## src/rtl/emseg_pkg.sv

```systemverilog
package emseg_pkg;

   localparam int POSITION_BITS_DEFAULT = 16;
   localparam int CODE_BITS             = 21;
   localparam int FIELD_BITS            = 16;
   localparam int REQ_DATA_BITS         = 24;
   localparam int RSP_DATA_BITS         = 3 * FIELD_BITS;
   localparam int RSP_USER_BITS         = 3;

   localparam logic [CODE_BITS-1:0] CP_RI_FIRST  = 21'h1F1E6;
   localparam logic [CODE_BITS-1:0] CP_RI_LAST   = 21'h1F1FF;
   localparam logic [CODE_BITS-1:0] CP_MOD_FIRST = 21'h1F3FB;
   localparam logic [CODE_BITS-1:0] CP_MOD_LAST  = 21'h1F3FF;
   localparam logic [CODE_BITS-1:0] CP_VS_TEXT   = 21'h0FE0E;
   localparam logic [CODE_BITS-1:0] CP_VS_EMOJI  = 21'h0FE0F;
   localparam logic [CODE_BITS-1:0] CP_ZWJ       = 21'h0200D;
   localparam logic [CODE_BITS-1:0] CP_KEYCAP    = 21'h020E3;
   localparam logic [CODE_BITS-1:0] CP_DIGIT_0   = 21'h00030;
   localparam logic [CODE_BITS-1:0] CP_DIGIT_9   = 21'h00039;
   localparam logic [CODE_BITS-1:0] CP_HASH      = 21'h00023;
   localparam logic [CODE_BITS-1:0] CP_STAR      = 21'h0002A;

   typedef enum logic [3:0] {
      MODE_START,
      MODE_BASE,
      MODE_VS,
      MODE_MOD,
      MODE_ZWJ,
      MODE_RI,
      MODE_KEY,
      MODE_KEYVS
   } mode_type;

   typedef struct packed {
      logic ri;
      logic modifier;
      logic vs;
      logic vs_emoji;
      logic zwj;
      logic keycap;
      logic keybase;
   } char_class_type;

   typedef struct packed {
      logic     joins;
      mode_type next;
   } step_type;

   typedef struct packed {
      logic                  starts_unit;
      logic [FIELD_BITS-1:0] position;
      logic [FIELD_BITS-1:0] unit_start;
      logic [FIELD_BITS-1:0] unit_number;
      logic                  ignorable;
      logic                  end_of_sequence;
      logic                  overflow;
   } result_type;

   function automatic step_type base_rules(mode_type level, char_class_type cls, logic last);
      step_type s;
      s.joins = 1'b0;
      s.next  = MODE_START;
      if (level == MODE_BASE && cls.vs) begin
         s.joins = 1'b1;
         s.next  = MODE_VS;
      end else if ((level == MODE_BASE || level == MODE_VS) && cls.modifier) begin
         s.joins = 1'b1;
         s.next  = MODE_MOD;
      end else if (cls.zwj && !last) begin
         s.joins = 1'b1;
         s.next  = MODE_ZWJ;
      end
      return s;
   endfunction

endpackage

```

## src/rtl/emseg_classify.sv

```systemverilog
module emseg_classify
   import emseg_pkg::*;
(
   input  logic [CODE_BITS-1:0] code_point,
   output char_class_type       cls
);

   always_comb begin
      cls.ri       = (code_point >= CP_RI_FIRST) && (code_point <= CP_RI_LAST);
      cls.modifier = (code_point >= CP_MOD_FIRST) && (code_point <= CP_MOD_LAST);
      cls.vs_emoji = (code_point == CP_VS_EMOJI);
      cls.vs       = (code_point == CP_VS_TEXT) || cls.vs_emoji;
      cls.zwj      = (code_point == CP_ZWJ);
      cls.keycap   = (code_point == CP_KEYCAP);
      cls.keybase  = ((code_point >= CP_DIGIT_0) && (code_point <= CP_DIGIT_9))
                     || (code_point == CP_HASH) || (code_point == CP_STAR);
   end

endmodule

```

## src/rtl/emseg_core.sv

```systemverilog
module emseg_core
   import emseg_pkg::*;
#(
   parameter int POSITION_BITS = POSITION_BITS_DEFAULT
)
(
   input  logic           clock,
   input  logic           reset,
   input  logic           step,
   input  char_class_type cls,
   input  logic           last,
   output result_type     result
);

   mode_type                 mode_ff, mode_in;
   logic [POSITION_BITS-1:0] pos_ff, pos_in;
   logic [POSITION_BITS-1:0] ustart_ff, ustart_in;
   logic [FIELD_BITS-1:0]    ucount_ff, ucount_in;
   logic                     ovf_ff, ovf_in;
   step_type                 s;
   mode_type                 next_mode;

   always_comb begin
      s.joins = 1'b0;
      s.next  = MODE_START;
      case (mode_ff)
         MODE_ZWJ: begin
            s.joins = 1'b1;
            s.next  = MODE_BASE;
         end
         MODE_RI: begin
            if (cls.ri) begin
               s.joins = 1'b1;
               s.next  = MODE_START;
            end else begin
               s = base_rules(MODE_BASE, cls, last);
            end
         end
         MODE_KEY: begin
            if (cls.vs_emoji) begin
               s.joins = 1'b1;
               s.next  = MODE_KEYVS;
            end else if (cls.keycap) begin
               s.joins = 1'b1;
               s.next  = MODE_START;
            end else begin
               s = base_rules(MODE_BASE, cls, last);
            end
         end
         MODE_KEYVS: begin
            if (cls.keycap) begin
               s.joins = 1'b1;
               s.next  = MODE_START;
            end else begin
               s = base_rules(MODE_VS, cls, last);
            end
         end
         MODE_BASE, MODE_VS, MODE_MOD: begin
            s = base_rules(mode_ff, cls, last);
         end
         default: begin
            s.joins = 1'b0;
            s.next  = MODE_START;
         end
      endcase

      next_mode = s.next;
      ustart_in = ustart_ff;
      ucount_in = ucount_ff;
      if (!s.joins) begin
         ustart_in = pos_ff;
         if (ucount_ff != '1) begin
            ucount_in = ucount_ff + FIELD_BITS'(1);
         end
         if (cls.ri) begin
            next_mode = MODE_RI;
         end else if (cls.keybase) begin
            next_mode = MODE_KEY;
         end else begin
            next_mode = MODE_BASE;
         end
      end

      result.starts_unit     = !s.joins;
      result.position        = FIELD_BITS'(pos_ff);
      result.unit_start      = FIELD_BITS'(ustart_in);
      result.unit_number     = ucount_in;
      result.ignorable       = cls.zwj || cls.vs;
      result.end_of_sequence = last;
      result.overflow        = ovf_ff;

      mode_in = next_mode;
      pos_in  = pos_ff;
      ovf_in  = ovf_ff;
      if (pos_ff == '1) begin
         ovf_in = 1'b1;
      end else begin
         pos_in = pos_ff + POSITION_BITS'(1);
      end
      if (last) begin
         mode_in   = MODE_START;
         pos_in    = '0;
         ustart_in = '0;
         ucount_in = '0;
         ovf_in    = 1'b0;
      end
   end

   always_ff @(posedge clock) begin
      if (reset) begin
         mode_ff   <= MODE_START;
         pos_ff    <= '0;
         ustart_ff <= '0;
         ucount_ff <= '0;
         ovf_ff    <= 1'b0;
      end else if (step) begin
         mode_ff   <= mode_in;
         pos_ff    <= pos_in;
         ustart_ff <= ustart_in;
         ucount_ff <= ucount_in;
         ovf_ff    <= ovf_in;
      end
   end

endmodule

```

## src/rtl/emoji_sequence_segmenter.sv

```systemverilog
// Emoji sequence segmenter: takes one code point per item (tlast on the final code point
// of a sequence) and returns one item per input telling whether that code point opens a
// new emoji unit, with its position, the start index and ordinal of its unit, and
// ignorable and overflow flags. An item passes an input register and a result register,
// and one item is accepted every cycle as long as results are taken; the scan mode and
// counters update once per item.
// Position and unit start are the low 16 bits of a POSITION_BITS-wide saturating counter.
module emoji_sequence_segmenter
   import emseg_pkg::*;
#(
   parameter int POSITION_BITS = POSITION_BITS_DEFAULT
)
(
   input  logic                     clock,
   input  logic                     reset,
   input  logic                     req_tvalid,
   output logic                     req_tready,
   input  logic [REQ_DATA_BITS-1:0] req_tdata,  // code_point[20:0], zero fill
   input  logic                     req_tlast,
   output logic                     rsp_tvalid,
   input  logic                     rsp_tready,
   output logic [RSP_DATA_BITS-1:0] rsp_tdata,  // position, unit_start, unit_number
   output logic [RSP_USER_BITS-1:0] rsp_tuser,  // starts_unit, ignorable, overflow
   output logic                     rsp_tlast
);

   logic                 in_valid_ff;
   logic [CODE_BITS-1:0] cp_ff;
   logic                 last_ff;
   logic                 out_valid_ff;
   result_type           rsp_ff;
   result_type           result;
   char_class_type       cls;
   logic                 out_free;
   logic                 step;

   assign out_free   = !out_valid_ff || rsp_tready;
   assign step       = in_valid_ff && out_free;
   assign req_tready = !in_valid_ff || out_free;

   emseg_classify u_classify (
      .code_point (cp_ff),
      .cls        (cls)
   );

   emseg_core #(
      .POSITION_BITS (POSITION_BITS)
   ) u_core (
      .clock  (clock),
      .reset  (reset),
      .step   (step),
      .cls    (cls),
      .last   (last_ff),
      .result (result)
   );

   always_ff @(posedge clock) begin
      if (reset) begin
         in_valid_ff  <= 1'b0;
         out_valid_ff <= 1'b0;
      end else begin
         if (req_tready) begin
            in_valid_ff <= req_tvalid;
         end
         if (out_free) begin
            out_valid_ff <= in_valid_ff;
         end
      end
   end

   always_ff @(posedge clock) begin
      if (req_tvalid && req_tready) begin
         cp_ff   <= req_tdata[CODE_BITS-1:0];
         last_ff <= req_tlast;
      end
      if (step) begin
         rsp_ff <= result;
      end
   end

   assign rsp_tvalid = out_valid_ff;
   assign rsp_tdata  = {rsp_ff.unit_number, rsp_ff.unit_start, rsp_ff.position};
   assign rsp_tuser  = {rsp_ff.overflow, rsp_ff.ignorable, rsp_ff.starts_unit};
   assign rsp_tlast  = rsp_ff.end_of_sequence;

endmodule

```

## config.mk

```make
export PLATFORM = sky130hd
export DESIGN_NAME = emoji_sequence_segmenter
export DESIGN_NICKNAME = d
export VERILOG_FILES = /design/src/rtl/emseg_pkg.sv /design/src/rtl/emseg_classify.sv /design/src/rtl/emseg_core.sv /design/src/rtl/emoji_sequence_segmenter.sv
export SDC_FILE = /design/constraint.sdc
export NUM_CORES = 1
export LEC_CHECK = 0
export ABC_AREA = 0
export BUFFER_PORTS_ARGS = -buffer_cell sky130_fd_sc_hd__buf_2
export CAP_MARGIN = 5
export CORE_AREA = 2 2 121 94
export DETAILED_ROUTE_END_ITERATION = 6
export DIE_AREA = 0 0 123 96
export PLACE_DENSITY = 0.79
export SKIP_LAST_GASP = 1
export SLEW_MARGIN = 20
export SYNTH_ARGS = -nofsm -noshare
export SYNTH_HDL_FRONTEND = slang
export SYNTH_SLANG_ARGS = --single-unit
```

## constraint.sdc

```tcl
create_clock -name clock -period 4.2 [get_ports clock]
set_input_delay 0.21 -clock clock [delete_from_list [all_inputs] [get_ports clock]]
set_output_delay 0.21 -clock clock [all_outputs]
set_load 0.03 [all_outputs]
```

Yosys cells after proc, flatten, opt, wreduce, memory -nomap -nowiden --
Cells that the tools add are included.
Storage, ports and cells: bits in registers 129, bits of input ports 29, logic and storage cells 86
Cells by class: $add $sub $neg 2, $lt $le $gt $ge 6, equal/unequal tests 16, multiplexer cells 23, reductions and logical operators 23
Operator list (number):
- 2-to-1 mux 16 bit | 7
- 2-to-1 mux 5 bit | 9
- == test 21 x 14 -> 1 bit, second input constant | 2
- == test 21 x 16 -> 1 bit, second input constant | 2
- == test 21 x 6 -> 1 bit, second input constant | 2
- >= comparator 21 x 17 -> 1 bit, second input constant | 2
- less-or-equal comparator 21 x 17 -> 1 bit, second input constant | 2
- adder 16 x 1 -> 16 bit, second input constant | 2
- one-hot mux 5 bit (5 select lines) | 1
- >= comparator 21 x 6 -> 1 bit, second input constant | 1
- less-or-equal comparator 21 x 6 -> 1 bit, second input constant | 1
- == test 16 bit, second input constant | 1
- == test 4 x 3 -> 1 bit, second input constant | 4
- != test 16 bit, second input constant | 1
- 2-to-1 mux 4 bit | 3
- == test 4 x 2 -> 1 bit, second input constant | 2
- logical AND 1 bit | 8
- logical OR 1 bit | 7
- == test 4 x 1 -> 1 bit, second input constant | 1
- logical NOT 1 bit | 4
- AND reduction 2 bit | 2
- 2-to-1 mux 3 bit | 1
- OR reduction 3 bit | 1
- 2-to-1 mux 1 bit | 2
- other kinds (2) | 2

Longest topological paths before layout --
depth after elaboration 10, gate-level depth with buffers 11, gate-level depth less buffers 8

Cells and area by module --
From an unflattened synthesis, not the netlist that was laid out.
Unflattened totals: cell total of the unflattened synthesis 522, area total of the unflattened synthesis 5671.7 um^2
By module, submodules not included:
- emseg_core | instances 1, cells an instance 402, area an instance 3111.7 um^2, seq. area each 1041.0 um^2
- emoji_sequence_segmenter | instances 1, cells an instance 84, area an instance 2326.0 um^2, seq. area each 2262.2 um^2
- emseg_classify | instances 1, cells an instance 36, area an instance 234.0 um^2, seq. area each 0.0 um^2

Worst setup path before layout --
No wires, ideal clock.
kind flip-flop to flip-flop, start point register out_valid_ff (netlist: rsp_tvalid), end point register u_core.pos_ff[10], data arrival time 3.530 ns, required time 4.072 ns, setup slack 0.542 ns, stages on the path, launching flop included 10, buffers on the path 3, period minus slack after synthesis 3.658 ns, cells stage by stage dfxtp_1 > nor2b_1 > nand2b_1 > clkbuf_1 > inv_1 > clkbuf_1 > nor2_1 > nor2_1 > clkbuf_1 > nor2_1
On the way: cells in the longest elaborated chain, start to end 4
RTL lines:
- from (decl) | line emoji_sequence_segmenter.sv:30 | logic out_valid_ff;
- from (signal assigned) | line emoji_sequence_segmenter.sv:66 | out_valid_ff <= in_valid_ff;
- logical NOT 1 bit | line emoji_sequence_segmenter.sv:37 | assign out_free = !out_valid_ff || rsp_tready;
- logical OR 1 bit | line emoji_sequence_segmenter.sv:37
- logical AND 1 bit | line emoji_sequence_segmenter.sv:38 | assign step = in_valid_ff && out_free;
- named net step | line emoji_sequence_segmenter.sv:35 | logic step;
- AND reduction 2 bit (no line)
- to (signal assigned) | line emseg_core.sv:118 | pos_ff <= pos_in;
- to (decl) | line emseg_core.sv:16 | logic [POSITION_BITS-1:0] pos_ff, pos_in;
The timed path passes the listed nets, and every way through them passes these cells. A chain may end at the register's enable or synchronous reset.

==> impl_results.md <==
- Outcome: finished clean
- Area Overhead vs Synth: 22.6%
- Clk_skew: 8.33 ps
- Number of vias per cell: 6.05
- LEAKAGE: 0.00266 µW
- RePlAce Congestion: 0.912
- Final Instance Area: 0.00724 mm²
- Post-synthesis cell type count: 65
- Primary FF master, synth: edfxtp_1
- Synth top area share: 37.6%
- Tcrit/Tclk final: 81.4%
- Hold Path End: in_valid_ff
- Most frequent cells in the layout: buf_2 (79), edfxtp_1 (74), nand2_1 (58)
- Final Instance Count excl. Fillers: 807
- DRT Pass-1 Iters: 5
- Synth Register Bits: 128
- R2r worst-path depth: 8
- WP data required: 4360 ps
- Synth Instances: 554
- Slew @ Worst Pin: 1110 ps
- TritonCTS Sinks: 128
- Slowest CP cell: or4b_4
- Largest net degree at the start of global routing: 37
- Crit path buffers/inverters: 1
- Crit path kind: register to register
- Global Route Usage Sum: 25.2%
- Detailed-route wire length per cell: 17.5 µm
- Critical path, cell by cell: or4b_4, or4_4, a211o_1, o211a_2, o2111a_1, nand2_4, inv_4, mux2_1
- Syn. warnings: 0
- Fmax: 293 MHz
- Critical Path AT: 3580 ps
- Via Count: 4879
- Hold Startpoint: req_tvalid
- Clk slew on worst S/H paths: 60 ps
- Min-delay worst type: input port to register
- Die Height: 96 µm
- RR Endpoint: rsp_tdata[17]
- Width of the chip: 123 µm
- Num rows: 33
- Syn avg cell area: 10.7 µm²
- EDFF count, synth: 74
- Layout cells sized above 1: 21.0%
- Postcts setup bufs: 0
- Largest delay share family, worst path: simple AND/OR/NAND/NOR gates
- NumNets Final: 685
- DP HPWL: 8.91 mm
- Peak supply drop: 450 µV
- Synthesized area: 0.00590 mm²
- Final count of pins violating max slew: 0
- Setup_tns: 0 ps
- CP startpoint kind: register
- Instance area after placement: 0.00641 mm²
- Worst hold slack: 70.7 ps
- Post-route ant nets: 0
- Initial Util: 55.4%
- DRT iter0 DRCs: 598
- WP depth: 8
- Pwr/cell area: 424 mW/mm²
- Clk root buf: clkbuf_16
- Placed Cells: 753
- Number of global-route vias before repair: 4585
- Most common cell after layout, fill and taps aside: buf_2
- R2r startpoint: cp_ff[5]
- CTS Buf Count: 17
- Sequential share of the synthesized area: 56.0%
- Final setup vio count: 0
- Crit. End Element: register
- Syn nets: 585
- Largest cells by area after synthesis: edfxtp_1 (38%), dfxtp_1 (18%), nand4_1 (3.7%)
- Slowest stage delay, CP: 580 ps
- Fraction of registers with async set/reset: 0%
- PortBufs: 79
- First-pass GRT wire length: 22.7 mm
- Final Hold Viols: 0
- Grt ovf: 0
- RSZ-0062 raised after global routing: false
- Hold buffer count at CTS: 22
- Die ar.: 0.0118 mm²
- Clock Path Buffers: 2
- Post-layout min period: 3420 ps
- WL final: 14.2 mm
- Clk Latency, worst-skew pair: 420 ps
- Max_cap viols: 0
- Initial antenna violation count: 0
- Post-cts resize count: 0
- Worst R2R Setup Slack: 780 ps
- # IOs: 83
- Hold depth: 3
- Core Area: 0.0107 mm²
- # DRC: 0
- Worst-path fanout max: 16
- Antenna Cells: 0
- Leading area contributor after synthesis: edfxtp_1
- Worst slew margin: 25.0%
- CTS tree: yes
- Htree depth: 4
[cell families (layout without fill, tap and decap cells)]
group | count (synthesis) | count (layout) | synth area share, %
flip-flops | 128 | 128 | 56.0
XOR/XNOR | 25 | 25 | 3.71
buffers and inverters | 40 | 153 | 2.93
multiplexers | 18 | 18 | 3.92
AO/OA/AOI/OAI | 96 | 96 | 11.7
AND/OR/NAND/NOR | 245 | 245 | 21.4
adder cells (fa/ha/maj) | 2 | 2 | 0.424
[synth_stat cells (8+ instances only)]
master,number
edfxtp_1,74
nand2_1,58
dfxtp_1,54
nor2_1,50
nand3_1,36
nand4_1,35
o211ai_1,20
clkbuf_1,19
xor2_1,15
a31oi_1,14
a21oi_1,13
and3_1,13
nor3_1,10
o21ai_0,10
xnor2_1,10
inv_1,8
mux2_1,8
mux2_4,8
nor4_1,8
[per-stage QoR]
step                      power [µW]  worst slack, ps  util (%)
after floorplan                 1540              542         -
after CTS                       3070              799      67.9
after global routing            3160              597      67.9
after global placement          1590              893      60.2
final                           3070              783      67.9
after detailed placement        1600              805      60.2
[sequential cells by signal (all words and copies together) (netlist names)]
name	cells
u_core.pos_ff	16
u_core.ovf_ff	1
rsp_tvalid	1
u_core.ucount_ff	16
in_valid_ff	1
u_core.ustart_ff	16
u_core.mode_ff	3
last_ff	1
rsp_tuser	3
rsp_tlast	1
cp_ff	21
rsp_tdata	48
[worst reg2reg max path, delay by kind of cell (launching register included)]
kind	cells	cell delay (ps)
AO/OA/AOI/OAI	3	930
buffers and inverters	1	150
flip-flops	1	400
multiplexers	1	360
AND/OR/NAND/NOR	3	1330
[cell type report]
type	instances	area (µm²)
inverters	11	43.8
clock buffers	18	429
flip-flops and latches	128	3300
multi-input cells	386	2440
clock inverters	14	166
repair buffers	110	683
fillers	785	3420
well taps	140	175
[worst max path at each step]
| stage | start | end |
|---|---|---|
| floorplan | rsp_tvalid | u_core.pos_ff[10] |
| global placement | cp_ff[5] | rsp_tdata[16] |
| detailed placement | cp_ff[5] | rsp_tdata[31] |
| CTS | cp_ff[5] | rsp_tdata[17] |
| global route | cp_ff[17] | rsp_tdata[20] |
| finish | cp_ff[5] | rsp_tdata[17] |
[metal layers]
metal | wire length (µm) | global-route usage, % | share of wire [%] | vias to the layer above
met4 | 219 | 9.85 | 1.5 | 0
met3 | 1040 | 5.04 | 7.3 | 21
met1 | 6250 | 34.2 | 44 | 2315
li1 | - | - | - | 2322
met5 | 0 | 0 | 0 | -
met2 | 6640 | 40.2 | 47 | 221
[power breakdown]
part | switching, µW | internal, µW | leakage (µW) | total, µW
clock | 548 | 930 | 0.000285 | 1480
combinational | 127 | 63.7 | 0.00125 | 190
sequential | 26.8 | 1370 | 0.00112 | 1400
Power figures use the tool's default switching activity.
